## config.mk

```make
export PLATFORM = sky130hd
export DESIGN_NAME = aged_peer_view_table
export DESIGN_NICKNAME = d
export VERILOG_FILES = /design/src/design/apvt_pkg.sv /design/src/design/apvt_datapath.sv /design/src/design/apvt_ctrl.sv /design/src/design/aged_peer_view_table.sv
export SDC_FILE = /design/constraint.sdc
export NUM_CORES = 1
export LEC_CHECK = 0
export ABC_AREA = 0
export BUFFER_PORTS_ARGS = -buffer_cell sky130_fd_sc_hd__clkbuf_2
export CAP_MARGIN = 20
export CORE_ASPECT_RATIO = 1.4
export CORE_MARGIN = 3
export CORE_UTILIZATION = 60
export DETAILED_ROUTE_END_ITERATION = 10
export GPL_ROUTABILITY_DRIVEN = 0
export GPL_TIMING_DRIVEN = 0
export MAX_ROUTING_LAYER = met4
export PLACE_DENSITY = 0.77
export SYNTH_ARGS = -nofsm -noshare
export SYNTH_HDL_FRONTEND = slang
export SYNTH_HIERARCHICAL = 1
export SYNTH_SLANG_ARGS = --single-unit
```

## constraint.sdc

```tcl
create_clock -name clock -period 14.7 [get_ports clock]
set_input_delay 2.94 -clock clock [delete_from_list [all_inputs] [get_ports clock]]
set_output_delay 2.94 -clock clock [all_outputs]
set_load 0.01 [all_outputs]
```

## src/design/apvt_pkg.sv

```systemverilog
// shared types, codes and widths for the aged peer view table
`timescale 1ns / 1ps

package apvt_pkg;

   // default table depth
   localparam int VIEW_SIZE_DEF = 8;

   // field widths
   localparam int FUNC_W     = 2;
   localparam int ID_W       = 16;
   localparam int ADDR_W     = 32;
   localparam int PORT_W     = 16;
   localparam int TIME_W     = 32;
   localparam int PICK_W     = 3;
   localparam int STAT_W     = 3;
   localparam int CNT_OUT_W  = 4;
   localparam int REQ_DATA_W = 104;
   localparam int RSP_DATA_W = 104;

   // operation codes
   localparam logic [FUNC_W-1:0] FUNC_ADD    = 2'd0;
   localparam logic [FUNC_W-1:0] FUNC_UPSERT = 2'd1;
   localparam logic [FUNC_W-1:0] FUNC_OLDEST = 2'd2;
   localparam logic [FUNC_W-1:0] FUNC_PICK   = 2'd3;

   // result status codes
   localparam logic [STAT_W-1:0] ST_ADDED     = 3'd0;
   localparam logic [STAT_W-1:0] ST_REFRESHED = 3'd1;
   localparam logic [STAT_W-1:0] ST_FULL      = 3'd2;
   localparam logic [STAT_W-1:0] ST_EMPTY_ID  = 3'd3;
   localparam logic [STAT_W-1:0] ST_TAKEN     = 3'd4;
   localparam logic [STAT_W-1:0] ST_NONE      = 3'd5;
   localparam logic [STAT_W-1:0] ST_BAD_PICK  = 3'd6;

   // what the datapath does with each entry read
   localparam logic [1:0] MODE_MATCH  = 2'd0;
   localparam logic [1:0] MODE_OLDEST = 2'd1;
   localparam logic [1:0] MODE_SHIFT  = 2'd2;

   // one peer descriptor
   typedef struct packed {
      logic [TIME_W-1:0] tstamp;
      logic [PORT_W-1:0] port;
      logic [ADDR_W-1:0] addr;
      logic [ID_W-1:0]   id;
   } entry_type;

   // request layout on tdata, last field in the lowest bits
   typedef struct packed {
      logic [2:0]        spare;
      logic [PICK_W-1:0] pick;
      logic [TIME_W-1:0] tstamp;
      logic [PORT_W-1:0] port;
      logic [ADDR_W-1:0] addr;
      logic [ID_W-1:0]   id;
      logic [FUNC_W-1:0] func;
   } req_type;

   // response layout on tdata, last field in the lowest bits
   typedef struct packed {
      logic                 spare;
      logic [CNT_OUT_W-1:0] count;
      logic [TIME_W-1:0]    tstamp;
      logic [PORT_W-1:0]    port;
      logic [ADDR_W-1:0]    addr;
      logic [ID_W-1:0]      id;
      logic [STAT_W-1:0]    status;
   } rsp_type;

   // controller to datapath commands
   typedef struct packed {
      logic       load;
      logic       init_zero;
      logic       init_pick;
      logic       init_best;
      logic       issue;
      logic [1:0] mode;
      logic       finish;
   } cmd_type;

   // datapath to controller status
   typedef struct packed {
      logic [FUNC_W-1:0] func;
      logic              full;
      logic              id_zero;
      logic              count_zero;
      logic              pick_bad;
      logic              iss_done;
      logic              out_free;
   } sts_type;

endpackage

```

## src/design/apvt_datapath.sv

```systemverilog
// peer table memory, scan and shift datapath, result register
`timescale 1ns / 1ps

module apvt_datapath #(
   parameter int VIEW_SIZE = apvt_pkg::VIEW_SIZE_DEF
) (
   input  logic                              clock,
   input  logic                              reset,
   input  apvt_pkg::cmd_type                 cmd,
   output apvt_pkg::sts_type                 sts,
   // func, node_id, node_addr, node_port, node_time, pick_index, zero pad
   input  logic [apvt_pkg::REQ_DATA_W-1:0]   req_tdata,
   output logic                              rsp_tvalid,
   input  logic                              rsp_tready,
   // status, out_node_id, out_node_addr, out_node_port, out_node_time,
   // entry_count, zero pad
   output logic [apvt_pkg::RSP_DATA_W-1:0]   rsp_tdata
);

   localparam int IW = (VIEW_SIZE > 1) ? $clog2(VIEW_SIZE) : 1;
   localparam int CW = $clog2(VIEW_SIZE + 1);
   localparam int WW = (CW > apvt_pkg::PICK_W) ? CW : apvt_pkg::PICK_W;
   localparam int XW = (CW > apvt_pkg::CNT_OUT_W) ? CW : apvt_pkg::CNT_OUT_W;

   apvt_pkg::entry_type mem [VIEW_SIZE];

   apvt_pkg::req_type   req_ff;
   logic [CW-1:0]       count_ff, count_in, count_fin;
   logic [CW-1:0]       iss_ff, iss_in;
   logic [IW-1:0]       pos_ff, pos_in;
   logic                rd_vld_ff;
   logic [IW-1:0]       rd_idx_ff;
   logic [1:0]          rd_mode_ff;
   apvt_pkg::entry_type rd_data_ff;
   logic                hit_ff;
   logic [IW-1:0]       hit_idx_ff;
   apvt_pkg::entry_type hit_entry_ff;
   logic [IW-1:0]       best_idx_ff;
   logic [apvt_pkg::TIME_W-1:0] best_time_ff;
   apvt_pkg::entry_type taken_ff;
   logic                rsp_valid_ff, rsp_valid_in;
   apvt_pkg::rsp_type   rsp_ff;

   logic [WW-1:0]       pick_ext, count_ext;
   logic [XW-1:0]       count_wide;
   logic                full, sh_we;
   logic                fin_we;
   logic [IW-1:0]       fin_wa;
   apvt_pkg::entry_type fin_wd, fin_entry, new_entry;
   logic [apvt_pkg::STAT_W-1:0] fin_status;
   logic                mem_we;
   logic [IW-1:0]       mem_wa;
   apvt_pkg::entry_type mem_wd;

   // status toward the controller
   assign pick_ext  = WW'(req_ff.pick);
   assign count_ext = WW'(count_ff);
   assign full      = (count_ff == CW'(VIEW_SIZE));

   assign sts.func       = req_ff.func;
   assign sts.full       = full;
   assign sts.id_zero    = (req_ff.id == '0);
   assign sts.count_zero = (count_ff == '0);
   assign sts.pick_bad   = (pick_ext >= count_ext);
   assign sts.iss_done   = (iss_ff >= count_ff);
   assign sts.out_free   = !rsp_valid_ff || rsp_tready;

   // request capture
   always_ff @(posedge clock) begin
      if (cmd.load) begin
         req_ff <= apvt_pkg::req_type'(req_tdata);
      end
   end

   // read pointer and take position
   always_comb begin
      iss_in = iss_ff;
      pos_in = pos_ff;
      if (cmd.init_zero) begin
         iss_in = '0;
      end else if (cmd.init_pick) begin
         iss_in = pick_ext[CW-1:0];
         pos_in = pick_ext[IW-1:0];
      end else if (cmd.init_best) begin
         iss_in = CW'(best_idx_ff);
         pos_in = best_idx_ff;
      end else if (cmd.issue) begin
         iss_in = iss_ff + 1'b1;
      end
   end

   always_ff @(posedge clock) begin
      if (reset) begin
         iss_ff <= '0;
         pos_ff <= '0;
      end else begin
         iss_ff <= iss_in;
         pos_ff <= pos_in;
      end
   end

   // registered table read, tagged with index and mode
   always_ff @(posedge clock) begin
      if (reset) begin
         rd_vld_ff <= 1'b0;
      end else begin
         rd_vld_ff <= cmd.issue;
      end
   end

   always_ff @(posedge clock) begin
      if (cmd.issue) begin
         rd_data_ff <= mem[iss_ff[IW-1:0]];
         rd_idx_ff  <= iss_ff[IW-1:0];
         rd_mode_ff <= cmd.mode;
      end
   end

   // per-entry compare: id match, oldest timestamp, or take capture
   always_ff @(posedge clock) begin
      if (reset || cmd.load) begin
         hit_ff <= 1'b0;
      end else if (rd_vld_ff && rd_mode_ff == apvt_pkg::MODE_MATCH && !hit_ff
                   && rd_data_ff.id == req_ff.id) begin
         hit_ff <= 1'b1;
      end
   end

   always_ff @(posedge clock) begin
      if (rd_vld_ff) begin
         case (rd_mode_ff)
            apvt_pkg::MODE_MATCH: begin
               if (!hit_ff && rd_data_ff.id == req_ff.id) begin
                  hit_idx_ff   <= rd_idx_ff;
                  hit_entry_ff <= rd_data_ff;
               end
            end
            apvt_pkg::MODE_OLDEST: begin
               // strict less keeps the lowest position on ties
               if (rd_idx_ff == '0 || rd_data_ff.tstamp < best_time_ff) begin
                  best_idx_ff  <= rd_idx_ff;
                  best_time_ff <= rd_data_ff.tstamp;
               end
            end
            apvt_pkg::MODE_SHIFT: begin
               if (rd_idx_ff == pos_ff) begin
                  taken_ff <= rd_data_ff;
               end
            end
            default: begin
            end
         endcase
      end
   end

   // shift later entries down one place
   assign sh_we = rd_vld_ff && rd_mode_ff == apvt_pkg::MODE_SHIFT && rd_idx_ff != pos_ff;

   // outcome of the operation
   always_comb begin
      new_entry.id     = req_ff.id;
      new_entry.addr   = req_ff.addr;
      new_entry.port   = req_ff.port;
      new_entry.tstamp = req_ff.tstamp;
      fin_we     = 1'b0;
      fin_wa     = count_ff[IW-1:0];
      fin_wd     = new_entry;
      fin_entry  = '0;
      fin_status = apvt_pkg::ST_ADDED;
      count_fin  = count_ff;
      case (req_ff.func)
         apvt_pkg::FUNC_ADD, apvt_pkg::FUNC_UPSERT: begin
            if (req_ff.func == apvt_pkg::FUNC_ADD && full) begin
               fin_status = apvt_pkg::ST_FULL;
            end else if (sts.id_zero) begin
               fin_status = apvt_pkg::ST_EMPTY_ID;
            end else if (hit_ff) begin
               fin_we        = 1'b1;
               fin_wa        = hit_idx_ff;
               fin_wd        = hit_entry_ff;
               fin_wd.tstamp = req_ff.tstamp;
               fin_status    = apvt_pkg::ST_REFRESHED;
            end else if (!full) begin
               fin_we     = 1'b1;
               fin_status = apvt_pkg::ST_ADDED;
               count_fin  = count_ff + 1'b1;
            end else begin
               fin_status = apvt_pkg::ST_FULL;
            end
         end
         default: begin
            if (sts.count_zero) begin
               fin_status = apvt_pkg::ST_NONE;
            end else if (req_ff.func == apvt_pkg::FUNC_PICK && sts.pick_bad) begin
               fin_status = apvt_pkg::ST_BAD_PICK;
            end else begin
               fin_status = apvt_pkg::ST_TAKEN;
               fin_entry  = taken_ff;
               count_fin  = count_ff - 1'b1;
            end
         end
      endcase
   end

   // table write port
   always_comb begin
      mem_we = 1'b0;
      mem_wa = fin_wa;
      mem_wd = fin_wd;
      if (sh_we) begin
         mem_we = 1'b1;
         mem_wa = rd_idx_ff - 1'b1;
         mem_wd = rd_data_ff;
      end else if (cmd.finish && fin_we) begin
         mem_we = 1'b1;
      end
   end

   always_ff @(posedge clock) begin
      if (mem_we) begin
         mem[mem_wa] <= mem_wd;
      end
   end

   // entry count
   assign count_in = cmd.finish ? count_fin : count_ff;

   always_ff @(posedge clock) begin
      if (reset) begin
         count_ff <= '0;
      end else begin
         count_ff <= count_in;
      end
   end

   // result register
   assign count_wide   = XW'(count_fin);
   assign rsp_valid_in = cmd.finish ? 1'b1 : (rsp_tready ? 1'b0 : rsp_valid_ff);

   always_ff @(posedge clock) begin
      if (reset) begin
         rsp_valid_ff <= 1'b0;
      end else begin
         rsp_valid_ff <= rsp_valid_in;
      end
   end

   always_ff @(posedge clock) begin
      if (cmd.finish) begin
         rsp_ff.spare  <= 1'b0;
         rsp_ff.count  <= count_wide[apvt_pkg::CNT_OUT_W-1:0];
         rsp_ff.tstamp <= fin_entry.tstamp;
         rsp_ff.port   <= fin_entry.port;
         rsp_ff.addr   <= fin_entry.addr;
         rsp_ff.id     <= fin_entry.id;
         rsp_ff.status <= fin_status;
      end
   end

   assign rsp_tvalid = rsp_valid_ff;
   assign rsp_tdata  = rsp_ff;

   // checks
   a_issue_in_range: assert property (@(posedge clock) disable iff (reset)
      cmd.issue |-> iss_ff < count_ff)
      else $error("table read issued at or beyond entry count");

   a_shift_in_range: assert property (@(posedge clock) disable iff (reset)
      sh_we |-> (rd_idx_ff != '0) && (CW'(rd_idx_ff) < count_ff))
      else $error("shift write outside the valid entries");

   a_finish_no_overwrite: assert property (@(posedge clock) disable iff (reset)
      cmd.finish |-> (!rsp_valid_ff || rsp_tready))
      else $error("result written over a pending response");

   a_count_holds: assert property (@(posedge clock) disable iff (reset)
      !cmd.finish |=> $stable(count_ff))
      else $error("entry count changed outside finish");

   a_count_bound: assert property (@(posedge clock) disable iff (reset)
      count_ff <= CW'(VIEW_SIZE))
      else $error("entry count above table depth");

endmodule

```

## src/design/apvt_ctrl.sv

```systemverilog
// sequencing state machine for the aged peer view table
`timescale 1ns / 1ps

module apvt_ctrl (
   input  logic              clock,
   input  logic              reset,
   input  logic              req_tvalid,
   output logic              req_tready,
   input  apvt_pkg::sts_type sts,
   output apvt_pkg::cmd_type cmd
);

   localparam logic [2:0] S_IDLE   = 3'd0;
   localparam logic [2:0] S_CHECK  = 3'd1;
   localparam logic [2:0] S_SCAN   = 3'd2;
   localparam logic [2:0] S_SETUP  = 3'd3;
   localparam logic [2:0] S_SHIFT  = 3'd4;
   localparam logic [2:0] S_FINISH = 3'd5;

   logic [2:0] state_ff, state_in;

   // next state and commands
   always_comb begin
      state_in   = state_ff;
      cmd        = '0;
      cmd.mode   = apvt_pkg::MODE_MATCH;
      req_tready = 1'b0;
      case (state_ff)
         S_IDLE: begin
            req_tready = 1'b1;
            if (req_tvalid) begin
               cmd.load = 1'b1;
               state_in = S_CHECK;
            end
         end
         S_CHECK: begin
            case (sts.func)
               apvt_pkg::FUNC_ADD, apvt_pkg::FUNC_UPSERT: begin
                  if ((sts.func == apvt_pkg::FUNC_ADD && sts.full) || sts.id_zero
                      || sts.count_zero) begin
                     state_in = S_FINISH;
                  end else begin
                     cmd.init_zero = 1'b1;
                     state_in      = S_SCAN;
                  end
               end
               apvt_pkg::FUNC_OLDEST: begin
                  if (sts.count_zero) begin
                     state_in = S_FINISH;
                  end else begin
                     cmd.init_zero = 1'b1;
                     state_in      = S_SCAN;
                  end
               end
               default: begin
                  if (sts.count_zero || sts.pick_bad) begin
                     state_in = S_FINISH;
                  end else begin
                     cmd.init_pick = 1'b1;
                     state_in      = S_SHIFT;
                  end
               end
            endcase
         end
         S_SCAN: begin
            cmd.mode = (sts.func == apvt_pkg::FUNC_OLDEST) ? apvt_pkg::MODE_OLDEST
                                                           : apvt_pkg::MODE_MATCH;
            if (!sts.iss_done) begin
               cmd.issue = 1'b1;
            end else if (sts.func == apvt_pkg::FUNC_OLDEST) begin
               state_in = S_SETUP;
            end else begin
               state_in = S_FINISH;
            end
         end
         S_SETUP: begin
            // last compare has landed, start the shift at the oldest entry
            cmd.init_best = 1'b1;
            state_in      = S_SHIFT;
         end
         S_SHIFT: begin
            cmd.mode = apvt_pkg::MODE_SHIFT;
            if (!sts.iss_done) begin
               cmd.issue = 1'b1;
            end else begin
               state_in = S_FINISH;
            end
         end
         S_FINISH: begin
            if (sts.out_free) begin
               cmd.finish = 1'b1;
               state_in   = S_IDLE;
            end
         end
         default: begin
            state_in = S_IDLE;
         end
      endcase
   end

   // state register
   always_ff @(posedge clock) begin
      if (reset) begin
         state_ff <= S_IDLE;
      end else begin
         state_ff <= state_in;
      end
   end

endmodule

```

## src/design/aged_peer_view_table.sv

```systemverilog
// top level of the aged peer view table
//
//   channel   direction  tdata fields (lowest bit up)
//   req_      in         func, node_id, node_addr, node_port, node_time, pick_index
//   rsp_      out        status, out_node_id, out_node_addr, out_node_port,
//                        out_node_time, entry_count
//
// one request at a time; add and upsert scan every entry for a matching id, take oldest
// scans every entry for the oldest timestamp and then shifts the later entries down,
// take at pick shifts the entries after the pick down, and a request rejected at once
// or added to an empty table skips the scan; the single table read port steps one entry
// a cycle through the scan and the shift
// reset clears the entry count and the control state; the table needs no clearing
// a finished response waits in its output register while the next request is taken;
// a request whose result is ready holds in its last step until that register frees
`timescale 1ns / 1ps

module aged_peer_view_table #(
   parameter int VIEW_SIZE = apvt_pkg::VIEW_SIZE_DEF
) (
   input  logic                              clock,
   input  logic                              reset,
   input  logic                              req_tvalid,
   output logic                              req_tready,
   // func, node_id, node_addr, node_port, node_time, pick_index, zero pad
   input  logic [apvt_pkg::REQ_DATA_W-1:0]   req_tdata,
   output logic                              rsp_tvalid,
   input  logic                              rsp_tready,
   // status, out_node_id, out_node_addr, out_node_port, out_node_time,
   // entry_count, zero pad
   output logic [apvt_pkg::RSP_DATA_W-1:0]   rsp_tdata
);

   apvt_pkg::cmd_type cmd;
   apvt_pkg::sts_type sts;

   // sequencer
   apvt_ctrl u_ctrl (
      .clock      (clock),
      .reset      (reset),
      .req_tvalid (req_tvalid),
      .req_tready (req_tready),
      .sts        (sts),
      .cmd        (cmd)
   );

   // table and result path
   apvt_datapath #(
      .VIEW_SIZE (VIEW_SIZE)
   ) u_datapath (
      .clock      (clock),
      .reset      (reset),
      .cmd        (cmd),
      .sts        (sts),
      .req_tdata  (req_tdata),
      .rsp_tvalid (rsp_tvalid),
      .rsp_tready (rsp_tready),
      .rsp_tdata  (rsp_tdata)
   );

endmodule

```

==> metrics.txt, run 1 <==
number of max-cap violations=0; CP max FO=31; CTS clk-pin slew, worst paths=60 ps; Die W=248 um; postcts setup bufs=0; Lkg Pwr=18.9 nW; first-pass GRT wire length=164 mm; Net Sw Power=1.48 mW; CTS Buf Count=112; status=finished, final reports clean; Yosys top cell area share=0.779; Post-Layout Cell Count=3953; I/O pin total=214; Worst Skew=30.0 ps; Critical Path AT=6620 ps; Detailed Place HPWL=68.2 mm; top_reg_cell synth=edfxtp_1; Root Buffer=clkbuf_16; CTS resizes=0; RSZ-0062 raised after global routing=no; worst min-delay path class=flip-flop to flip-flop; R2R depth=16; setup_tns=0 ps; max_slew headroom=0.198; Routed Wire Length=111 mm; synth top area cells=edfxtp_1, mux4_2, mux2_2; register bit total from synthesis=1288; Area Overhead vs Synth=14.6%; fin crit period=6250 ps; Longest Clk Path Bufs=3; hold_buf cts=0; Total GRT Usage=0.273; Slew Viols, Final=0; 1st-pass router iterations=6; Post-Synthesis Cell Area=0.0490 mm^2; pin count of the biggest net entering global routing=55; antenna violations before repair=2; crit end category=flip-flop; Num Clock Sinks=1288; drt wl/cell=28.0 um; Comb pwr share=0.031; Critical Path Start Type=input port; number of enable flip-flop cells after synthesis=1271; share of post-route cells with drive strength above 1=0.278; Synth area leader=edfxtp_1; Worst Hold End=u_datapath/taken_ff[40]$_DFFE_PP_; R2R Setup Slk=9990 ps; syn_area_per_cell=20.3 um^2; yosys warns=6; worst-skew pair later-pin latency=700 ps; Die Y=344 um; gr ovfl total=0; Period Utilization, post-route=0.425; reg-to-reg startpoint=u_datapath/iss_ff[0]$_SDFFE_PP0P_; Hold Path Cell Cnt=0; final setup fails=0; VDD IR max=0.112 mV; number of global-route vias before repair=25800; CP Class=input port to flip-flop; P per Cell Area=129 mW/mm^2; Core ar.=0.0806 mm^2; Worst-Margin Slew=1200 ps; Die Area=0.0852 mm^2; Clk pwr share=0.397; Mapped Nets=2571; initial core utilization=0.608; Yosys cell types=65; Max Freq=0.160 GHz; H-tree lvl count=3; Layout Nets=2952; Crit path required time=15070 ps; reg-to-reg endpoint=u_datapath/iss_ff[3]$_SDFFE_PP0P_; CTS tree=built; vias per cell=6.24; Int Power=5.76 mW; Port Buf Inserts=209; HP Start=u_datapath/rd_data_ff[40]$_DFFE_PP_; placed insts=3749; Iter 0 DRT Violations=2861; Hold Violations, Final=0; Sw Share=0.204; DRC=0; vias=24700; Final ANT Viol Nets=0; sequential area share after synthesis=0.786; post-synthesis cell count=2420; std cell rows=123; ys async rst share=0; sequential share of power=0.573
==> registers in the layout, summed over array words and instances, names as in the netlist, 4 cells and up <==
signal,flops
u_datapath/best_time_ff,32
u_datapath/count_ext,4
u_datapath/hit_entry_ff,64
u_datapath/iss_ff,4
u_datapath/mem,768
u_datapath/new_entry,96
u_datapath/rd_data_ff,96
u_datapath/rsp_tdata,103
u_datapath/taken_ff,96
==> critical path, stage by stage <==
cell and delay (ps):
clkbuf_2 70, nand2b_1 190, nand2_1 160, nor2_4 730
inv_1 220, nor3_1 370, a32oi_1 490, nor2_4 870
buf_12 290, buf_12 230
==> metal layers <==
metal,vias up,GRT usage,part of all wire
met1,12600,0.358,0.37
met3,258,0.0407,0.084
met4,0,0.104,0.037
li1,10400,-,-
met2,1403,0.442,0.51
met5,-,-,0
==> power groups by stage <==
stage / Sequential [mW] / Combinational [mW] / Clock, mW
after global routing: 4.14 / 0.245 / 3.05
after floorplan: 4.22 / 0.122 / 0
after CTS: 4.14 / 0.224 / 2.91
after global placement: 4.23 / 0.195 / 0
final: 4.14 / 0.223 / 2.87
after detailed placement: 4.22 / 0.221 / 0
==> synthesized netlist by cell type, drive strengths merged, types with 6 or more instances <==
master     n
dfxtp     17
edfxtp  1271
and2     101
o21ai     78
clkbuf    60
nor3      12
nand2    173
inv       48
ha        43
a21o      19
nand3      6
buf       50
mux2i     67
mux4     192
nand2b    18
nor2      41
a21oi     25
nand4      9
mux2      99
nor4      15
xor2      19
==> stage by stage <==
step / power [mW] / util / worst slack [ps] / instance area (um^2) / hold slack (ps)
2_1_floorplan: 4.34 / - / 1420 / 49000 / 431
3_3_place_gp: 4.43 / 0.637 / -6380 / 51400 / 454
3_5_place_dp: 4.44 / 0.652 / 7880 / 52600 / 467
4_1_cts: 7.28 / 0.697 / 8500 / 56200 / 483
5_1_grt: 7.44 / 0.697 / 8290 / 56200 / 496
6_report: 7.24 / 0.697 / 8450 / 56200 / 482
==> cell usage in the layout, fill, tap and decap left out, types with 19 or more instances in the layout <==
cell       count
edfxtp_1    1271
clkbuf_2     209
mux4_2       192
nand2_1      173
clkbuf_16    112
and2_1        99
mux2_2        97
clkbuf_1      75
o21ai_1       68
mux2i_1       67
inv_1         47
ha_1          43
buf_2         35
buf_12        35
nor2_1        31
a21oi_1       25
clkinv_2      24
clkinv_1      19
xor2_1        19
==> layout make-up <==
class / count / area (um^2)
multi-input combinational: 974 / 9870
timing repair buffer: 267 / 2160
antenna: 2 / 5.00
clock inverter: 75 / 692
clock buffer: 127 / 2860
sequential: 1288 / 38500
tap: 1062 / 1330
buffer: 110 / 566
fill: 4800 / 24500
inverter: 48 / 180
==> kinds of logic after synthesis <==
kind of cell               Yosys count  share of synthesized area
AOI/OAI and AO/OA                  155                     0.0192
xor gates and xnor gates            24                    0.00429
adders and majority gates           43                     0.0110
buffers and inverters              158                     0.0152
DFF                               1288                      0.786
muxes                              358                      0.125
other                                1                  0.0000765
and+or+nand+nor                    393                     0.0399
==> worst max-delay path by stage <==
stage	from	end	slack (ps)	cells past startpoint
global placement	rsp_tready	u_datapath/mem[0][71]$_DFFE_PP_	-6380	8
global route	rsp_tready	u_datapath/mem[0][71]$_DFFE_PP_	8290	10
detailed placement	rsp_tready	u_datapath/mem[0][71]$_DFFE_PP_	7880	10
CTS	rsp_tready	u_datapath/mem[0][71]$_DFFE_PP_	8500	10
finish	rsp_tready	u_datapath/mem[0][71]$_DFFE_PP_	8450	10
floorplan	rsp_tready	u_datapath/mem[5][0]$_DFFE_PP_	1420	8
Note: power is estimated with default switching activity, not from simulation.
==> inputs of run 2 (changes only) <==
==> constraint.sdc (replaced) <==
create_clock -name clock -period 6.2 [get_ports clock]
set_input_delay 1.24 -clock clock [delete_from_list [all_inputs] [get_ports clock]]
set_output_delay 1.24 -clock clock [all_outputs]
set_load 0.01 [all_outputs]
==> metrics.txt, run 2 (synthesized netlist as in run 1, its figures left out) <==
Die Area=0.0852 mm^2 (unchanged); CP Cell Sequence=clkbuf_1 -> buf_2 -> buf_4 -> inv_1 -> ha_1 -> nand2b_1 -> a21oi_1 -> nor2b_1 -> o21ai_0 -> nand2b_1 -> nor2_1 -> a21boi_4 -> buf_12 -> buf_12 -> nand2_1 -> xnor2_1 -> o21ai_0 -> nor2_1 -> a21oi_1 -> nor3_1 (was clkbuf_2 -> nand2b_1 -> nand2_1 -> nor2_4 -> inv_1 -> nor3_1 -> a32oi_1 -> nor2_4 -> buf_12 -> buf_12); Port Buf Inserts=209 (unchanged); CTS resizes=0 (unchanged); Layout Nets=2950 (was 2952); Critical Path AT=5410 ps (was 6620 ps); final setup fails=0 (unchanged); CP peak stage delay=730 ps (was 870 ps); max_slew headroom=0.295 (was 0.198); largest register by flop count=u_datapath/mem (unchanged); status=finished, final reports clean (unchanged); number of max-cap violations=0 (unchanged); number of global-route vias before repair=25400 (was 25800); worst min-delay path class=flip-flop to flip-flop (unchanged); antenna violations before repair=0 (was 2); vias per cell=6.21 (was 6.24); final hold slack=473 ps (was 482 ps); DRC=0 (unchanged); CTS clk-pin slew, worst paths=70 ps (was 60 ps); commonest non-fill, non-tap cell in the layout=edfxtp_1 (unchanged); CP max FO=21 (was 31); Root Buffer=clkbuf_16 (unchanged); Total GRT Usage=0.268 (was 0.273); P per Cell Area=307 mW/mm^2 (was 129 mW/mm^2); RSZ-0062 raised after global routing=no (unchanged); initial core utilization=0.608 (unchanged); Area Overhead vs Synth=14.9% (was 14.6%); crit end category=flip-flop (unchanged); fin crit period=4840 ps; CTS Buf Count=114 (was 112); Worst-Margin Slew=1050 ps (was 1200 ps); Die Y=344 um (unchanged); Max Freq=0.207 GHz; Lkg Pwr=19.0 nW (was 18.9 nW); gr ovfl total=0 (unchanged); std cell rows=123 (unchanged); CP Class=flip-flop to flip-flop (was input port to flip-flop); vias=24600 (was 24700); CTS tree=built (unchanged); Longest Clk Path Bufs=3 (unchanged); drt wl/cell=27.4 um (was 28.0 um); I/O pin total=214 (unchanged); Core ar.=0.0806 mm^2 (unchanged); Num Clock Sinks=1288 (unchanged); VDD IR max=0.240 mV (was 0.112 mV); max FFs per register=768 (unchanged); setup_tns=0 ps (unchanged); Routed Wire Length=108 mm (was 111 mm); Period Utilization, post-route=0.781; share of post-route cells with drive strength above 1=0.276 (was 0.278); Crit path required time=6770 ps (was 15070 ps); worst-skew pair later-pin latency=710 ps (was 700 ps); postcts setup bufs=0 (unchanged); Final ANT Viol Nets=0 (unchanged); Slew Viols, Final=0 (unchanged); Fill cells=4833 (was 4800); first-pass GRT wire length=162 mm (was 164 mm); Die W=248 um (unchanged); pin count of the biggest net entering global routing=55 (unchanged); Worst Skew=32.5 ps (was 30.0 ps); Detailed Place HPWL=67.7 mm (was 68.2 mm); most frequent cells in the layout=edfxtp_1, clkbuf_2, mux4_2, nand2_1, clkbuf_16 (unchanged); Critical Path Start Type=flip-flop (was input port); Hold Violations, Final=0 (unchanged); slowest stage cell, crit path=a21boi_4 (was nor2_4); Iter 0 DRT Violations=2624 (was 2861); hold_buf cts=0 (unchanged); 1st-pass router iterations=7 (was 6); H-tree lvl count=3 (unchanged)
-- run 2: changes by cell type in the layout (fill, tap and decap cells not counted), moves of 4 or more --
cell / before / now
buf_4: 16 / 6
clkinv_2: 24 / 19
clkinv_1: 19 / 23
buf_6: 2 / 7
clkbuf_1: 75 / 79
-- run 2: area by class of cell --
| class | instances | area [um^2] | share of cell area |
|---|---|---|---|
| inverter | 48 | 180 | 0.00320 |
| antenna | 2 | 5.00 | 0.0000889 |
| buffer | 110 | 566 | 0.0100 |
| clock buffer | 133 | 2920 | 0.0519 |
| timing repair buffer | 263 | 2160 | 0.0383 |
| tap | 1062 | 1330 | 0.0236 |
| clock inverter | 76 | 754 | 0.0134 |
| multi-input combinational | 974 | 9880 | 0.175 |
| sequential | 1288 | 38500 | 0.684 |
-- run 2: worst paths after layout --
| path | startpoint | end | slack [ps] | depth (start not counted) |
|---|---|---|---|---|
| max | u_datapath/iss_ff[0]$_SDFFE_PP0P_ | u_datapath/iss_ff[2]$_SDFFE_PP0P_ | 1360 | 20 |
| min | u_datapath/rd_data_ff[32]$_DFFE_PP_ | u_datapath/taken_ff[32]$_DFFE_PP_ | 470 | 0 |
| max reg2reg | u_datapath/iss_ff[0]$_SDFFE_PP0P_ | u_datapath/iss_ff[2]$_SDFFE_PP0P_ | 1360 | 20 |
| min reg2reg | u_datapath/rd_data_ff[32]$_DFFE_PP_ | u_datapath/taken_ff[32]$_DFFE_PP_ | 470 | 0 |
-- run 2: routing by layer --
layer  vias up  share of wire  track usage
li1      10400              -            -
met1     12600           0.37        0.352
met2      1344           0.51        0.438
met3       215          0.084       0.0379
met4         0          0.033       0.0938
met5         -              0            -
-- run 2: per-stage QoR --
stage	cell area (um^2)	cells	setup WS (ps)	utilization	total power, mW
5_1_grt	56300	3954	979	0.698	17.8
4_1_cts	56300	3954	1340	0.698	17.4
6_report	56300	3956	1360	0.698	17.3
3_5_place_dp	52600	3745	1170	0.653	10.5
2_1_floorplan	49100	2420	321	-	10.3
3_3_place_gp	51500	3691	-3660	0.638	10.5
-- run 2: power by group --
part           switching [mW]  internal [mW]  total [mW]
combinational           0.352          0.165       0.517
clock                    3.12           3.85        6.97
sequential             0.0666           9.75        9.82
-- run 2: worst max-delay path, delay by kind of cell (launching register included) --
| family | cells | cell delay [ps] |
|---|---|---|
| adders and majority gates | 1 | 280 |
| DFF | 1 | 360 |
| AOI/OAI and AO/OA | 5 | 1350 |
| xor gates and xnor gates | 1 | 130 |
| buffers and inverters | 6 | 1790 |
| and+or+nand+nor | 7 | 770 |
==> inputs of run 3 (changes only) <==
==> constraint.sdc (replaced) <==
create_clock -name clock -period 4.55 [get_ports clock]
set_input_delay 0.91 -clock clock [delete_from_list [all_inputs] [get_ports clock]]
set_output_delay 0.91 -clock clock [all_outputs]
set_load 0.01 [all_outputs]
==> metrics.txt, run 3 (synthesized netlist as in run 1, its figures left out) <==
stages on the worst setup path=10 (was 20); Core ar.=0.0806 mm^2 (unchanged); final hold slack=392 ps (was 473 ps); Num Clock Sinks=1288 (unchanged); Area Overhead vs Synth=15.3% (was 14.9%); Max Freq=0.236 GHz (was 0.207 GHz); Lkg Pwr=19.1 nW (was 19.0 nW); Longest Clk Path Bufs=3 (unchanged); VDD IR max=0.352 mV (was 0.240 mV); commonest non-fill, non-tap cell in the layout=edfxtp_1 (unchanged); Hold Violations, Final=0 (unchanged); I/O pin total=214 (unchanged); Iter 0 DRT Violations=2510 (was 2624); P per Cell Area=421 mW/mm^2 (was 307 mW/mm^2); most frequent cells in the layout=edfxtp_1, clkbuf_2, mux4_2, nand2_1, clkbuf_16 (unchanged); initial core utilization=0.608 (unchanged); antenna violations before repair=3 (was 0); Detailed Place HPWL=67.9 mm (was 67.7 mm); drt wl/cell=27.6 um (was 27.4 um); CTS clk-pin slew, worst paths=70 ps (about the same); worst min-delay path class=input port to flip-flop (was flip-flop to flip-flop); status=finished, final reports clean (unchanged); Final ANT Viol Nets=0 (unchanged); Critical Path Start Type=flip-flop (unchanged); reg-to-reg endpoint=u_datapath/mem[2][43]$_DFFE_PP_ (was u_datapath/iss_ff[2]$_SDFFE_PP0P_); Die Area=0.0852 mm^2 (unchanged); crit end category=flip-flop (unchanged); Routed Wire Length=109 mm (was 108 mm); worst slack at placement=9.70 ps (was 1170 ps); RSZ-0062 raised after global routing=no (unchanged); CP Cell Sequence=xnor2_1 -> a31oi_4 -> buf_2 -> buf_4 -> a32oi_2 -> nor2_4 -> buf_12 -> buf_12 -> buf_16 -> buf_16 (was clkbuf_1 -> buf_2 -> buf_4 -> inv_1 -> ha_1 -> nand2b_1 -> a21oi_1 -> nor2b_1 -> o21ai_0 -> nand2b_1 -> nor2_1 -> a21boi_4 -> buf_12 -> buf_12 -> nand2_1 -> xnor2_1 -> o21ai_0 -> nor2_1 -> a21oi_1 -> nor3_1); Worst Hold End=u_datapath/new_entry[17]$_DFFE_PP_ (was u_datapath/taken_ff[32]$_DFFE_PP_); setup_tns=0 ps (unchanged); final setup fails=0 (unchanged); slowest stage cell, crit path=a31oi_4 (was a21boi_4); Crit path required time=4930 ps (was 6770 ps); vias=24600 (about the same); Fill cells=4767 (was 4833); Die Y=344 um (unchanged); Root Buffer=clkbuf_16 (unchanged); DRC=0 (unchanged); 1st-pass router iterations=6 (was 7); share of post-route cells with drive strength above 1=0.283 (was 0.276); max FFs per register=768 (unchanged); number of max-cap violations=0 (unchanged); Slew Viols, Final=0 (unchanged); final core utilization=0.701 (was 0.698); R2R depth=10 (was 20); CP delay by family, top=buffers and inverters (unchanged); reg-to-reg startpoint=u_datapath/rd_idx_ff[2]$_DFFE_PP_ (was u_datapath/iss_ff[0]$_SDFFE_PP0P_); pin count of the biggest net entering global routing=55 (unchanged); Hold Path Cell Cnt=1 (was 0); max_slew headroom=0.271 (was 0.295); Total GRT Usage=0.271 (was 0.268); Post-Layout Cell Count=3962 (was 3956); largest register by flop count=u_datapath/mem (unchanged); CP peak stage delay=650 ps (was 730 ps); gr ovfl total=0 (unchanged); CTS Buf Count=114 (unchanged); H-tree lvl count=3 (unchanged); Period Utilization, post-route=0.932 (was 0.781); vias per cell=6.20 (was 6.21); CP max FO=19 (was 21); Die W=248 um (unchanged); CP bufs+invs=6 (unchanged); CTS tree=built (unchanged); Port Buf Inserts=209 (unchanged); HP Start=req_tdata[19] (was u_datapath/rd_data_ff[32]$_DFFE_PP_); Layout Nets=2952 (was 2950); Worst Skew=24.6 ps (was 32.5 ps); Critical Path AT=4620 ps (was 5410 ps); number of global-route vias before repair=25700 (was 25400); fin crit period=4240 ps (was 4840 ps); worst-skew pair later-pin latency=690 ps (was 710 ps); std cell rows=123 (unchanged); R2R Setup Slk=310 ps (was 1360 ps); first-pass GRT wire length=163 mm (was 162 mm); CP Class=flip-flop to flip-flop (unchanged); postcts setup bufs=0 (unchanged); Worst-Margin Slew=1090 ps (was 1050 ps); Final WS setup=312 ps (was 1360 ps); placed insts=3747 (was 3745)
run 3: worst max-delay path by stage:
stage	slack (ps)	end	from
after global routing	6	u_datapath/iss_ff[2]$_SDFFE_PP0P_	u_datapath/iss_ff[0]$_SDFFE_PP0P_
final	310	u_datapath/mem[2][43]$_DFFE_PP_	u_datapath/rd_idx_ff[2]$_DFFE_PP_
after global placement	-4360	u_datapath/hit_entry_ff[42]$_DFFE_PP_	u_datapath/new_entry[1]$_DFFE_PP_
after floorplan	-800	u_datapath/mem[5][0]$_DFFE_PP_	rsp_tready
after detailed placement	10	u_datapath/mem[2][42]$_DFFE_PP_	u_datapath/rd_idx_ff[2]$_DFFE_PP_
after CTS	340	u_datapath/mem[2][43]$_DFFE_PP_	u_datapath/rd_idx_ff[2]$_DFFE_PP_
run 3: cell type report:
| cell class | instances | area (um^2) | share of cell area |
|---|---|---|---|
| flip-flops and latches | 1288 | 38500 | 0.681 |
| repair buffers | 265 | 2200 | 0.0390 |
| inverters | 48 | 180 | 0.00319 |
| diodes | 3 | 7.51 | 0.000133 |
| multi-input cells | 974 | 9930 | 0.176 |
| clock buffers | 127 | 2920 | 0.0517 |
| well taps | 1062 | 1330 | 0.0235 |
| clock inverters | 85 | 852 | 0.0151 |
| plain buffers | 110 | 568 | 0.0101 |
run 3: power by group:
part	switching (mW)	internal, mW	total (mW)
Combinational	0.497	0.230	0.727
Clock	4.21	5.49	9.70
Sequential	0.0895	13.3	13.4
Total	4.80	19.0	23.8
run 3: through the flow:
step	area, um^2	power (mW)
finish	56500	23.8
global route	56500	24.5
CTS	56500	24.0
detailed placement	52700	14.4
global placement	51500	14.3
floorplan	49100	14.0
run 3: repair_timing:
item | in CTS | in global routing
hold buffers | 0 | 0
hold endpoints to repair | 0 | 0
gates resized for setup | 1 | 2
pin swaps | 0 | 0
gates cloned | 0 | 0
setup endpoints to repair | 9 | 3
run 3: routing by layer:
metal	vias to the layer above	GRT usage	routed length, um	part of all wire
li1	10400	-	-	-
met5	-	-	0	0
met4	0	0.109	4320	0.040
met3	263	0.0421	9140	0.084
met2	1322	0.441	55900	0.51
met1	12600	0.348	40000	0.37
run 3: worst register-to-register path, stage by stage (launching register included):
cell      delay [ps]
edfxtp_1         500
xnor2_1          230
a31oi_4          650
buf_2            490
buf_4            360
a32oi_2          220
nor2_4           560
buf_12           270
buf_12           240
buf_16           210
buf_16           190
